==> src/sv/etrt_pkg.sv <==
// Package for the energy total / report throttle block.
// Shared types, codes and constants; no dependencies.
package etrt_pkg;

    localparam int TOTAL_BITS = 48;   // width of the running total, 32..64
    localparam int OUT_BITS   = 48;   // energy_total field width
    localparam int TIME_BITS  = 32;
    localparam int READ_BITS  = 32;
    localparam int STEP_BITS  = 16;
    localparam int CFG_BITS   = 32;

    localparam int S_TDATA_BITS = 120;  // 114 payload bits, zero padded
    localparam int S_TUSER_BITS = 2;
    localparam int M_TDATA_BITS = 56;   // 51 payload bits, zero padded

    localparam logic [TIME_BITS-1:0] SAVE_INTERVAL_RST = 32'd300000;
    localparam logic [TIME_BITS-1:0] MIN_GAP_RST       = 32'd10000;
    localparam logic [TIME_BITS-1:0] MAX_GAP_RST       = 32'd300000;
    localparam logic [STEP_BITS-1:0] REPORT_STEP_RST   = 16'd10;

    typedef enum logic [1:0] {
        ACT_SAMPLE = 2'd0,
        ACT_CHECK  = 2'd1,
        ACT_RESET  = 2'd2,
        ACT_LOAD   = 2'd3
    } action_t;

    typedef enum logic [1:0] {
        CFG_SAVE_INTERVAL = 2'd0,
        CFG_MIN_GAP       = 2'd1,
        CFG_MAX_GAP       = 2'd2,
        CFG_REPORT_STEP   = 2'd3
    } cfg_idx_t;

    typedef struct packed {
        logic [TIME_BITS-1:0] save_interval_ms;
        logic [TIME_BITS-1:0] min_report_gap_ms;
        logic [TIME_BITS-1:0] max_report_gap_ms;
        logic [STEP_BITS-1:0] report_step_wh;
    } cfg_t;

    typedef struct packed {
        action_t              action;
        logic [TIME_BITS-1:0] now_ms;
        logic                 reading_valid;
        logic [READ_BITS-1:0] meter_reading;
        logic [OUT_BITS-1:0]  stored_total;
        logic                 stored_ok;
    } item_t;

    typedef struct packed {
        logic [OUT_BITS-1:0] energy_total;
        logic                report_now;
        logic                save_now;
        logic                meter_clear;
    } result_t;

endpackage

==> src/sv/etrt_cfg.sv <==
// Configuration register file for the energy total block.
// Depends on etrt_pkg.
module etrt_cfg (
    input  logic                           aclk,
    input  logic                           aresetn,
    input  logic                           cfg_we,
    input  logic [1:0]                     cfg_index,
    input  logic [etrt_pkg::CFG_BITS-1:0]  cfg_wdata,
    output etrt_pkg::cfg_t                 cfg
);
    import etrt_pkg::*;

    cfg_t cfg_reg;
    cfg_t cfg_next;

    always_comb begin
        cfg_next = cfg_reg;
        if (cfg_we) begin
            unique case (cfg_idx_t'(cfg_index))
                CFG_SAVE_INTERVAL: cfg_next.save_interval_ms  = cfg_wdata[TIME_BITS-1:0];
                CFG_MIN_GAP:       cfg_next.min_report_gap_ms = cfg_wdata[TIME_BITS-1:0];
                CFG_MAX_GAP:       cfg_next.max_report_gap_ms = cfg_wdata[TIME_BITS-1:0];
                CFG_REPORT_STEP:   cfg_next.report_step_wh    = cfg_wdata[STEP_BITS-1:0];
                default:           cfg_next = cfg_reg;
            endcase
        end
    end

    always_ff @(posedge aclk) begin
        if (!aresetn) begin
            cfg_reg.save_interval_ms  <= SAVE_INTERVAL_RST;
            cfg_reg.min_report_gap_ms <= MIN_GAP_RST;
            cfg_reg.max_report_gap_ms <= MAX_GAP_RST;
            cfg_reg.report_step_wh    <= REPORT_STEP_RST;
        end else begin
            cfg_reg <= cfg_next;
        end
    end

    assign cfg = cfg_reg;

endmodule

==> src/sv/etrt_in_stage.sv <==
// Input register stage: unpacks the slave stream word and holds one item.
// Depends on etrt_pkg.
module etrt_in_stage (
    input  logic                              aclk,
    input  logic                              aresetn,
    input  logic                              s_tvalid,
    output logic                              s_tready,
    input  logic [etrt_pkg::S_TDATA_BITS-1:0] s_tdata,
    input  logic [etrt_pkg::S_TUSER_BITS-1:0] s_tuser,
    input  logic                              take,     // core consumes the held item
    output logic                              item_valid,
    output etrt_pkg::item_t                   item
);
    import etrt_pkg::*;

    logic  valid_reg;
    logic  valid_next;
    item_t item_reg;
    item_t item_next;
    logic  load;

    assign s_tready = !valid_reg || take;
    assign load     = s_tvalid && s_tready;

    always_comb begin
        item_next.action        = action_t'(s_tuser);
        item_next.now_ms        = s_tdata[31:0];
        item_next.reading_valid = s_tdata[32];
        item_next.meter_reading = s_tdata[64:33];
        item_next.stored_total  = s_tdata[112:65];
        item_next.stored_ok     = s_tdata[113];
        valid_next              = load || (valid_reg && !take);
    end

    always_ff @(posedge aclk) begin
        if (!aresetn) begin
            valid_reg <= 1'b0;
        end else begin
            valid_reg <= valid_next;
        end
    end

    always_ff @(posedge aclk) begin
        if (load) begin
            item_reg <= item_next;
        end
    end

    assign item_valid = valid_reg;
    assign item       = item_reg;

endmodule

==> src/sv/etrt_core.sv <==
// Energy accumulator state and per-word decision logic.
// Depends on etrt_pkg.
module etrt_core (
    input  logic              aclk,
    input  logic              aresetn,
    input  logic              fire,
    input  etrt_pkg::item_t   item,
    input  etrt_pkg::cfg_t    cfg,
    output etrt_pkg::result_t result
);
    import etrt_pkg::*;

    logic [TOTAL_BITS-1:0] total_reg,       total_next;
    logic [READ_BITS-1:0]  prev_reading_reg, prev_reading_next;
    logic [TOTAL_BITS-1:0] reported_reg,    reported_next;
    logic [TIME_BITS-1:0]  last_save_reg,   last_save_next;
    logic [TIME_BITS-1:0]  last_report_reg, last_report_next;

    logic [READ_BITS-1:0]  delta;
    logic [TIME_BITS-1:0]  save_age;
    logic [TIME_BITS-1:0]  report_age;
    logic [TOTAL_BITS-1:0] rise;
    logic                  rise_hit;
    logic [63:0]           stored_wide;
    logic [63:0]           total_wide;
    logic                  report, save, clear;

    assign delta       = item.meter_reading - prev_reading_reg;
    assign save_age    = item.now_ms - last_save_reg;
    assign report_age  = item.now_ms - last_report_reg;
    // total behind reported counts as no rise
    assign rise        = (total_reg >= reported_reg) ? (total_reg - reported_reg)
                                                     : '0;
    assign rise_hit    = rise >= TOTAL_BITS'(cfg.report_step_wh);
    assign stored_wide = 64'(item.stored_total);

    always_comb begin
        total_next        = total_reg;
        prev_reading_next = prev_reading_reg;
        reported_next     = reported_reg;
        last_save_next    = last_save_reg;
        last_report_next  = last_report_reg;
        report            = 1'b0;
        save              = 1'b0;
        clear             = 1'b0;
        unique case (item.action)
            ACT_SAMPLE: begin
                if (item.reading_valid) begin
                    if (item.meter_reading >= prev_reading_reg) begin
                        total_next = total_reg + TOTAL_BITS'(delta);
                    end
                    prev_reading_next = item.meter_reading;
                    if (save_age >= cfg.save_interval_ms) begin
                        save           = 1'b1;
                        last_save_next = item.now_ms;
                    end
                end
            end
            ACT_CHECK: begin
                if (report_age >= cfg.min_report_gap_ms &&
                    (report_age >= cfg.max_report_gap_ms || rise_hit)) begin
                    report           = 1'b1;
                    reported_next    = total_reg;
                    last_report_next = item.now_ms;
                end
            end
            ACT_RESET: begin
                total_next        = '0;
                prev_reading_next = '0;
                reported_next     = '0;
                save              = 1'b1;
                clear             = 1'b1;
            end
            ACT_LOAD: begin
                total_next    = item.stored_ok ? stored_wide[TOTAL_BITS-1:0] : '0;
                reported_next = total_next;
            end
            default: ;
        endcase
    end

    assign total_wide          = 64'(total_next);
    assign result.energy_total = total_wide[OUT_BITS-1:0];
    assign result.report_now   = report;
    assign result.save_now     = save;
    assign result.meter_clear  = clear;

    always_ff @(posedge aclk) begin
        if (!aresetn) begin
            total_reg        <= '0;
            prev_reading_reg <= '0;
            reported_reg     <= '0;
            last_save_reg    <= '0;
            last_report_reg  <= '0;
        end else if (fire) begin
            total_reg        <= total_next;
            prev_reading_reg <= prev_reading_next;
            reported_reg     <= reported_next;
            last_save_reg    <= last_save_next;
            last_report_reg  <= last_report_next;
        end
    end

endmodule

==> src/sv/etrt_out_stage.sv <==
// Result register: holds one result word for the master stream.
// Depends on etrt_pkg.
module etrt_out_stage (
    input  logic                              aclk,
    input  logic                              aresetn,
    input  logic                              load,
    input  etrt_pkg::result_t                 result,
    output logic                              free,     // can take a word this cycle
    output logic                              m_tvalid,
    input  logic                              m_tready,
    output logic [etrt_pkg::M_TDATA_BITS-1:0] m_tdata
);
    import etrt_pkg::*;

    logic    valid_reg;
    logic    valid_next;
    result_t data_reg;

    assign free       = !valid_reg || m_tready;
    assign valid_next = load || (valid_reg && !m_tready);

    always_ff @(posedge aclk) begin
        if (!aresetn) begin
            valid_reg <= 1'b0;
        end else begin
            valid_reg <= valid_next;
        end
    end

    always_ff @(posedge aclk) begin
        if (load) begin
            data_reg <= result;
        end
    end

    assign m_tvalid = valid_reg;
    assign m_tdata  = {5'b0, data_reg.meter_clear, data_reg.save_now,
                       data_reg.report_now, data_reg.energy_total};

endmodule

==> src/sv/energy_total_with_report_throttle_unit.sv <==
// Top level of the energy total accumulator with save/report throttling.
// Depends on etrt_pkg, etrt_cfg, etrt_in_stage, etrt_core, etrt_out_stage.
//
//  channel  | dir | handshake          | contents
//  ---------+-----+--------------------+---------------------------------------
//  s_       | in  | s_tvalid/s_tready  | tuser action, tdata sample/load word
//  m_       | out | m_tvalid/m_tready  | tdata total and report/save/clear
//  cfg_     | in  | cfg_we             | cfg_index, cfg_wdata, no read-back
//
// One word per cycle sustained while m_tready stays high; a word taken goes
// through the input register, then the result register that the state update
// shares, onto m_tdata. All state is updated in the single cycle the word moves
// to the result register. Reset is synchronous; nothing needs clearing after it.
// A stall on m_tready holds the result; one more word can wait at the input.
module energy_total_with_report_throttle_unit (
    input  logic                              aclk,
    input  logic                              aresetn,
    input  logic                              s_tvalid,
    output logic                              s_tready,
    // [31:0] now_ms, [32] reading_valid, [64:33] meter_reading,
    // [112:65] stored_total, [113] stored_ok
    input  logic [etrt_pkg::S_TDATA_BITS-1:0] s_tdata,
    // [1:0] action
    input  logic [etrt_pkg::S_TUSER_BITS-1:0] s_tuser,
    output logic                              m_tvalid,
    input  logic                              m_tready,
    // [47:0] energy_total, [48] report_now, [49] save_now, [50] meter_clear
    output logic [etrt_pkg::M_TDATA_BITS-1:0] m_tdata,
    input  logic                              cfg_we,
    input  logic [1:0]                        cfg_index,
    input  logic [etrt_pkg::CFG_BITS-1:0]     cfg_wdata
);
    import etrt_pkg::*;

    cfg_t    cfg;
    item_t   item;
    result_t result;
    logic    item_valid;
    logic    out_free;
    logic    fire;

    assign fire = item_valid && out_free;

    etrt_cfg u_cfg (
        .aclk      (aclk),
        .aresetn   (aresetn),
        .cfg_we    (cfg_we),
        .cfg_index (cfg_index),
        .cfg_wdata (cfg_wdata),
        .cfg       (cfg)
    );

    etrt_in_stage u_in (
        .aclk       (aclk),
        .aresetn    (aresetn),
        .s_tvalid   (s_tvalid),
        .s_tready   (s_tready),
        .s_tdata    (s_tdata),
        .s_tuser    (s_tuser),
        .take       (fire),
        .item_valid (item_valid),
        .item       (item)
    );

    etrt_core u_core (
        .aclk    (aclk),
        .aresetn (aresetn),
        .fire    (fire),
        .item    (item),
        .cfg     (cfg),
        .result  (result)
    );

    etrt_out_stage u_out (
        .aclk     (aclk),
        .aresetn  (aresetn),
        .load     (fire),
        .result   (result),
        .free     (out_free),
        .m_tvalid (m_tvalid),
        .m_tready (m_tready),
        .m_tdata  (m_tdata)
    );

endmodule

==> config.mk <==
export PLATFORM = sky130hd
export DESIGN_NAME = energy_total_with_report_throttle_unit
export DESIGN_NICKNAME = d
export VERILOG_FILES = /design/src/sv/etrt_pkg.sv /design/src/sv/etrt_cfg.sv /design/src/sv/etrt_in_stage.sv /design/src/sv/etrt_core.sv /design/src/sv/etrt_out_stage.sv /design/src/sv/energy_total_with_report_throttle_unit.sv
export SDC_FILE = /design/constraint.sdc
export NUM_CORES = 1
export LEC_CHECK = 0
export BUFFER_PORTS_ARGS = -buffer_cell sky130_fd_sc_hd__buf_2
export CAP_MARGIN = 20
export CELL_PAD_IN_SITES_DETAIL_PLACEMENT = 1
export CELL_PAD_IN_SITES_GLOBAL_PLACEMENT = 1
export CORE_ASPECT_RATIO = 0.75
export CORE_MARGIN = 2
export CORE_UTILIZATION = 48
export CTS_BUF_LIST = sky130_fd_sc_hd__clkbuf_8
export CTS_CLUSTER_SIZE = 16
export DETAILED_ROUTE_END_ITERATION = 16
export PLACE_DENSITY = 0.89
export SYNTH_ARGS = -nofsm -noshare
export SYNTH_HDL_FRONTEND = slang
export SYNTH_SLANG_ARGS = --single-unit
==> constraint.sdc <==
create_clock -name aclk -period 6.24 [get_ports aclk]
set_input_delay 1.56 -clock aclk [delete_from_list [all_inputs] [get_ports aclk]]
set_output_delay 1.56 -clock aclk [all_outputs]
set_load 0.03 [all_outputs]
# After elaboration in Yosys (flattened, before gate mapping)

Cells that the tools add are included.

Output and inout port bits: 58
Word-level logic and storage cells: 80
Flip-flop bits (word level): 473

Muxes and demuxes: 14
Reduce and logical (&&, ||, !) cells: 26
$lt $le $gt $ge: 6
$add $sub $neg: 5
Equality and inequality tests: 8

Operators with widths:

| operator                                      | number |
|---|---|
| case mux 48 bit (3 select lines)              | 2 |
| two-way mux 48 bit                            | 5 |
| greater-or-equal comparator 32 bit            | 4 |
| subtractor 32 bit                             | 3 |
| case mux 32 bit (2 select lines)              | 1 |
| adder 48 x 32 -> 48 bit                       | 1 |
| greater-or-equal comparator 48 x 16 -> 1 bit  | 1 |
| greater-or-equal comparator 48 bit            | 1 |
| subtractor 48 bit                             | 1 |
| two-way mux 32 bit                            | 1 |
| AND reduction 3 bit                           | 3 |
| == test 2 bit, second input constant          | 4 |
| AND reduction 2 bit                           | 4 |
| logical AND 1 bit                             | 5 |
| logical OR 1 bit                              | 5 |
| == test 2 x 1 -> 1 bit, second input constant | 2 |
| logical NOT 1 bit                             | 4 |
| logical NOT 2 bit                             | 2 |
| two-way mux 1 bit                             | 4 |
| AND reduction 4 bit                           | 1 |
| nonzero test 3 bit                            | 1 |
| != test 2 x 1 -> 1 bit, second input constant | 1 |
| != test 2 bit, second input constant          | 1 |
| case mux 1 bit (2 select lines)               | 1 |
| nonzero test 2 bit                            | 1 |

# Logic depth before layout (Yosys ltp)

Gate-level depths: netlist of the first run.

Depth after elaboration: 7
Depth in mapped cells: 30

# Cells and area by module

A second synthesis of the first run with hierarchy kept.

Cell total of the unflattened synthesis: 3584
Area, all modules: 31196.2 µm²

By module, submodules not included:

| module                                 | cells an instance | area an instance (µm²) | instances |
|---|---|---|---|
| etrt_core                              | 2980              | 21665.8                | 1 |
| etrt_cfg                               | 421               | 4361.7                 | 1 |
| etrt_in_stage                          | 121               | 3540.9                 | 1 |
| etrt_out_stage                         | 61                | 1621.6                 | 1 |
| energy_total_with_report_throttle_unit | 1                 | 6.3                    | 1 |

# Least setup slack after synthesis of the first run

OpenSTA, ideal clock, no wires.

Path type: flip-flop to flip-flop
Start point: reg u_core.reported_reg[21]
End point: reg u_core.reported_reg[11]
Arrival time: 5.587 ns
Library setup time: 0.088 ns
Required time: 6.152 ns
Slack: 0.564 ns
Clock period less this slack: 5.676 ns
Stages on the path, launching flop included: 29
Cells stage by stage: dfxtp_1 > inv_1 > ha_1 > a21oi_1 > o21a_1 > o21ai_0 > o31a_1 > a211o_1 > o21a_1 > o211ai_1 > o2bb2ai_1 > clkbuf_1 > buf_1 > nor2_1 > ha_1 > a21o_1 > a21o_1 > a21o_1 > a21o_1 > a21o_1 > a211o_1 > a21oi_1 > o211ai_1 > and3_1 > a311o_1 > buf_6 > buf_6 > buf_6 > a311oi_2

Longest elaborated chain between the ends: 7
Elaborated cells between the ends (all ways): 8
Those cells by class: add/sub (1); order compare (2); eq/ne (1); mux (1); reduce/logical (3)

Ends and longest elaborated chain:

| element                                                                        | line            | source |
|---|---|---|
| start, declared                                                                | etrt_core.sv:15 | `logic [TOTAL_BITS-1:0] reported_reg, reported_next;` |
| start signal, assigned                                                         | etrt_core.sv:98 | `reported_reg <= reported_next;` |
| subtractor 48 bit / greater-or-equal comparator 48 bit (equally long branches) | etrt_core.sv:32 | `assign rise = (total_reg >= reported_reg) ? (total_reg - reported_reg)` |
| two-way mux 48 bit (*)                                                         | etrt_core.sv:32 |  |
| greater-or-equal comparator 48 x 16 -> 1 bit (*)                               | etrt_core.sv:34 | `assign rise_hit = rise >= TOTAL_BITS'(cfg.report_step_wh);` |
| logical OR 1 bit (*)                                                           | etrt_core.sv:61 | `(report_age >= cfg.max_report_gap_ms \|\| rise_hit)) begin` |
| logical AND 1 bit (*)                                                          | etrt_core.sv:60 | `if (report_age >= cfg.min_report_gap_ms &&` |
| != test 2 x 1 -> 1 bit (no source line) (*)                                    | -               |  |
| AND reduction 3 bit (no source line) (*)                                       | -               |  |

Mark *: on every way between the ends. The rest lies on a longest branch, timed or not.
A chain may end at the register's enable or synchronous reset.

# Worst setup path after layout of the first run

Start point: reg u_core.reported_reg[6]
End point: reg u_core.reported_reg[15]

Same word-level chain as after synthesis.

==> results of run 1 <==
[synth_stat cells (13+ instances only)]
| library cell | n | area share |
|---|---|---|
| a21o_1 | 106 | 0.027 |
| o31ai_1 | 41 | 0.010 |
| clkbuf_1 | 136 | 0.017 |
| and3_1 | 28 | 0.0059 |
| mux2i_1 | 61 | 0.020 |
| inv_1 | 311 | 0.039 |
| nand4_1 | 39 | 0.0082 |
| a22oi_1 | 41 | 0.010 |
| xor2_1 | 56 | 0.016 |
| a21oi_1 | 377 | 0.063 |
| edfxtp_1 | 167 | 0.17 |
| xnor2_1 | 96 | 0.028 |
| nand3_1 | 119 | 0.020 |
| a211oi_1 | 41 | 0.010 |
| or2_2 | 13 | 0.0027 |
| nand2b_1 | 26 | 0.0054 |
| nor3_1 | 29 | 0.0049 |
| dfxtp_1 | 306 | 0.20 |
| o21bai_1 | 29 | 0.0073 |
| nor2_1 | 190 | 0.024 |
| o211ai_1 | 36 | 0.0090 |
| o21a_1 | 36 | 0.0090 |
| ha_1 | 286 | 0.12 |
| o21ai_0 | 164 | 0.027 |
| a31oi_1 | 26 | 0.0054 |
| nor2b_1 | 29 | 0.0061 |
| a311oi_1 | 28 | 0.0082 |
| nand2_1 | 471 | 0.059 |
[layer usage]
metal  track usage  share of wire
met2        0.5221           0.46
met5             0        0.00011
met1        0.4190           0.41
met3       0.05213          0.075
met4        0.1340          0.052
[layout make-up]
cell class              count  area, µm²
well taps                 810       1013
diodes                      2      5.005
multi-input cells        2563      17580
fillers                  7304      26960
inverters                 313       1185
clock inverters            54      314.1
flip-flops and latches    473      11140
clock buffers              96       1321
repair buffers            341       2355
[worst max-delay path, delay by kind of cell (launching register included)]
| family | cells | cell delay (ns) |
|---|---|---|
| DFF | 1 | 0.38 |
| buffers and inverters | 3 | 0.46 |
| adders and majority gates | 2 | 0.61 |
| and+or+nand+nor | 6 | 1.06 |
| AOI/OAI and AO/OA | 15 | 3.37 |
| muxes | 1 | 0.32 |
[final timing paths]
| path | to | slack, ns | cells after the start |
|---|---|---|---|
| hold / removal | u_core.prev_reading_reg[1] | 0.45 | 2 |
| setup reg to reg | u_core.reported_reg[15] | -0.1 | 27 |
| hold reg to reg | u_core.prev_reading_reg[1] | 0.45 | 2 |
| setup / recovery | u_core.reported_reg[15] | -0.1 | 27 |
[power groups by stage]
stage | clock network (µW) | registers, µW | logic (µW)
floorplan | 0 | 3520 | 1630
finish | 2980 | 3460 | 2810
global placement | 0 | 3510 | 2300
detailed placement | 0 | 3510 | 2420
global route | 3130 | 3460 | 3000
CTS | 2970 | 3450 | 2530
[cells by family (layout without fill, tap and decap cells)]
family / Yosys count / after routing
flip-flops: 473 / 473
AO/OA/AOI/OAI: 1043 / 1044
adder cells (fa/ha/maj): 291 / 291
XOR/XNOR: 152 / 152
multiplexers: 62 / 62
buffers and inverters: 483 / 804
AND/OR/NAND/NOR: 1009 / 1009
other: 1 / 7
[per-stage QoR]
stage | utilization | power [µW] | setup TNS [ns]
floorplan | - | 5149 | 0
global placement | 0.5206 | 5808 | -7.020
detailed placement | 0.5212 | 5935 | -29.38
CTS | 0.5506 | 8943 | 0
global route | 0.5643 | 9594 | -6.779
finish | 0.5643 | 9241 | -0.3111
[repair_timing]
| item | in CTS | in global routing |
|---|---|---|
| setup buffers | 2 | 16 |
| resized for setup | 34 | 115 |
| gates cloned | 1 | 9 |
| endpoints found under the setup margin | 141 | 145 |
| pin swaps | 4 | 34 |
==> out/qor.yml, run 1 <==
pwr:
  clkPwrFrac: 0.322
  p_leak_uw: 0.01431
  power.density_nw_per_um2: 264.6
  pwr-share-comb: 0.304
  sw_frac_of_total: 0.3555
  ir_worst_vdd_uv: 153.0
  intPower_uw: 5956
  p_seq_frac: 0.374
  power_switching_uw: 3285
critical_path:
  critPathLaunchType: "register"
  cp-startpoint: "u_core.reported_reg[6]"
  arrival_ns: 6.97
  critical-path-top-cell-by-count: "a21o_1"
  r2r_start: "u_core.reported_reg[6]"
  cpMaxStageDelayCell: "a311o_2"
  required_ns: 6.87
  critPathMaxFanout: 12
  cp_slowest_stage_delay_ns: 0.49
  crit_type: "register to register"
  critPathCaptureType: "register"
clock_network:
  clockBufferDepth: 3
  htree_levels: 3
  cts.sinks: 473
  root_buffer: "clkbuf_8"
  insertion_delay_ns: 0.74
  cts_made_buffers: 82
  path_clk_slew_ns: 0.08
  cts_tree: "yes"
  hold_buffers: 0
placed_design:
  placed_area_um2: 32250
  pre_cts_slack_ns: -0.3837
  port_buffers: 207
  gp_congestion: 0.9230
  dp.cells: 4471
  dp_hpwl_mm: 72.89
drt:
  drtAntennaViolNets: 0
  drt_iter0_markers: 2857
  vias: 29490
  drtPass1Iterations: 6
  drc: 0
  wl_per_cell_um: 24.45
  vias_per_cell: 6.339
  wirelength_mm: 113.8
finish:
  largest_reg_flops: 116
  nNetsFinal: 4226
  final_cell_mix: "471 x nand2_1, 349 x a21oi_1, 340 x inv_1"
  final_area_um2: 34920
  mostFrequentLayoutCell: "nand2_1"
  syn_to_final_growth_pct: 16.73
  drive_above_1_share: 0.1581
  final_cells: 4652
synthesis:
  avgSynthCellArea_um2: 8.513
  synth_edf_count: 167
  netlist_instances: 3514
  synth-compound-area-share: 0.2238
  netlist_area_um2: 29920
  synth_top_family_by_area: "compound AO/OA/AOI/OAI gates"
  synth_cell_type_count: 87
  ys_async_sr_fraction: 0
  synth_adder_area_share: 0.1230
  ys_warn_count: 0
  synth_seq_cells: 473
  synth_seq_area_share: 0.3724
  synth_xor_area_frac: 0.04450
  synth_flop_cell: "dfxtp_1"
  synthSimpleGateAreaFrac: 0.1523
  synthMuxAreaShare: 0.02079
worst_hold_path:
  hold_class: "register to register"
  hold_start: "u_core.prev_reading_reg[1]"
timing:
  hold_viol_final: 0
  worstMarginPinSlew_ns: 1.191
  finClkSkew_ns: 0.06524
  fin_crit_sh: 1.015
  slew_viol_final: 0
  slew_headroom: 0.2033
  rsz0062_at_grt: "true"
  max_freq_ghz: 0.1578
  setup_ws_ns: -0.09582
  finalSetupViolCount: 16
  hold_slack_ns: 0.4516
  fin_crit_ns: 6.336
global_route:
  first_global_vias: 29360
  grt_max_degree: 128
  grt_pass1_wl_mm: 163.2
  gr-total-overflow: 0
  grt_antenna_before_repair: 4
  grt_usage: 0.3182
floorplanning:
  ios: 219
  rows: 79
  start_util: 0.4835
  core-area_um2: 61880
  die_x_um: 292.3
  die_area_um2: 64360
  die_h_um: 220.2
run_status:
  violations: "negative setup slack"
  status: "complete, but fails checks"
job:
  cap_violations: 0
Power figures use the tool's default switching activity.
==> run 2: changes to the inputs <==
--- a/config.mk
+++ b/config.mk
@@ -16,6 +16,7 @@
 export CTS_CLUSTER_SIZE = 16
 export DETAILED_ROUTE_END_ITERATION = 16
 export PLACE_DENSITY = 0.89
+export REMOVE_ABC_BUFFERS = 1
 export SYNTH_ARGS = -nofsm -noshare
 export SYNTH_HDL_FRONTEND = slang
 export SYNTH_SLANG_ARGS = --single-unit
==> run 2 against run 1 <==
Final cell count is 0.17% higher; power is 1.7% lower; critical endpoint is now u_core.last_report_reg[30]; the flow still finishes with violations (negative setup slack); highest routed layer is now met4; setup slack better by 0.063 ns; sequential power hardly changed; critical path type unchanged; clock power is 3% lower; global-route usage is 0.18 points lower; first-iteration DRC count is 2.0% lower; flip-flop and latch count stayed put; via count is 1.3% lower.
==> out/qor.yml, run 2 (synthesized netlist as in run 1, its figures left out) <==
global_route:
  grt_usage: 0.3164
  grt_max_degree: 128
  first_global_vias: 28860
  grt_antenna_before_repair: 9
  gr-total-overflow: 0
  grt_pass1_wl_mm: 161.6
clock_network:
  cts_tree: "yes"
  insertion_delay_ns: 0.74
  cts.sinks: 473
  hold_buffers: 0
  clockBufferDepth: 3
  htree_levels: 3
  cts_made_buffers: 81
  root_buffer: "clkbuf_8"
  path_clk_slew_ns: 0.06
finish:
  nFillCells: 7353
  seq_area_um2: 11140
  largest_reg_flops: 116
  final_cells: 4660
  post-route-util: 0.5615
  syn_to_final_growth_pct: 16.14
  multi_input_area_um2: 17430
  final_area_um2: 34750
  drive_above_1_share: 0.1562
  final_cell_mix: "470 x nand2_1, 350 x a21oi_1, 337 x inv_1"
  mostFrequentLayoutCell: "nand2_1"
  nNetsFinal: 4228
drt:
  vias: 29100
  drtAntennaViolNets: 0
  vias_per_cell: 6.244
  drc: 0
  wl_per_cell_um: 24.29
  drtPass1Iterations: 7
  drt_iter0_markers: 2800
  wirelength_mm: 113.2
critical_path:
  cpMaxStageDelayCell: "or4b_4"
  crit_type: "register to register"
  required_ns: 6.82
  critPathLaunchType: "register"
  cp_slowest_stage_delay_ns: 0.45
  critical-path-top-cell-by-count: "buf_4"
  timing.critical_path.buf_inv: 6
  cp_top_family: "simple AND/OR/NAND/NOR gates"
  reg2reg_depth: 30
  critPathCaptureType: "register"
  path_depth: 30
  critPathMaxFanout: 7
  arrival_ns: 6.85
timing:
  setup_ws_ns: -0.03330
  fin_crit_ns: 6.273
  fin_crit_sh: 1.005
  max_freq_ghz: 0.1594
  finClkSkew_ns: 0.04888
  slew_headroom: 0.2417
  hold_viol_final: 0
  finalSetupViolCount: 2
  worstMarginPinSlew_ns: 1.133
  slew_viol_final: 0
placed_design:
  port_buffers: 207
  dp.cells: 4459
  placed_area_um2: 32160
  gp_congestion: 0.9639
  pre_cts_slack_ns: -0.4927
  dp_hpwl_mm: 72.60
floorplanning:
  die_area_um2: 64360
  rows: 79
  die_h_um: 220.2
  ios: 219
  start_util: 0.4835
  die_x_um: 292.3
  core-area_um2: 61880
worst_hold_path:
  hold_class: "register to register"
  min_path_cells: 2
pwr:
  power.total_uw: 9087
  power.density_nw_per_um2: 261.5
  p_leak_uw: 0.01428
  ir_worst_vdd_uv: 144.6
run_status:
  violations: "negative setup slack"
  status: "complete, but fails checks"
job:
  cap_violations: 0
==> run 2: cell types whose count changed in the layout (fill, tap and decap cells not counted), sizes merged <==
| cell | previous run | this run |
|---|---|---|
| buf | 335 | 336 |
| bufinv | 3 | 1 |
| diode | 2 | 8 |
| clkinv | 16 | 24 |
| inv | 346 | 342 |
| clkinvlp | 2 | 1 |
==> run 2: metrics by stage <==
stage,hold slack (ns),TNS (ns)
5_1_grt,0.4705,-16.24
6_report,0.4536,-0.05491
2_1_floorplan,0.4319,-63.59
4_1_cts,0.4546,-0.01228
3_5_place_dp,0.4435,-30.89
3_3_place_gp,0.4389,-2.332
==> run 2: final cells by class <==
cell class              count  area share
multi-input cells        2563      0.5015
repair buffers            344     0.06856
flip-flops and latches    473      0.3207
clock inverters            55    0.008102
clock buffers              94     0.03723
well taps                 810     0.02917
diodes                      8   0.0005762
inverters                 313     0.03417
==> run 2: timing repair <==
item,4_1_cts,5_1_grt
cloned,0,13
pin swaps,8,46
gates resized for setup,27,99
endpoints found under the setup margin,107,145
buffers inserted,10,20
==> run 2: power breakdown <==
group	switching (µW)	internal (µW)
registers	118	3350
logic	1670	1070
clock network	1460	1420
total	3250	5840
==> run 2: routing by layer <==
layer	wire length, µm	global-route usage
met1	47330	0.4221
met2	50880	0.5077
met3	10230	0.06298
met4	4749	0.1241
met5	0	0
==> run 2: final timing paths <==
check                              start                           to  slack [ns]
max                        u_in.item[83]   u_core.last_report_reg[30]       -0.03
min          u_core.prev_reading_reg[17]  u_core.prev_reading_reg[17]        0.45
max reg2reg                u_in.item[83]   u_core.last_report_reg[30]       -0.03
min reg2reg  u_core.prev_reading_reg[17]  u_core.prev_reading_reg[17]        0.45
==> run 2: worst reg2reg max path, delay by kind of cell, from the launching register on <==
family / cells / cell delay (ns)
AOI/OAI and AO/OA: 9 / 1.67
xor gates and xnor gates: 1 / 0.14
adders and majority gates: 2 / 0.60
buffers and inverters: 6 / 1.00
DFF: 1 / 0.44
muxes: 1 / 0.21
and+or+nand+nor: 11 / 2.09
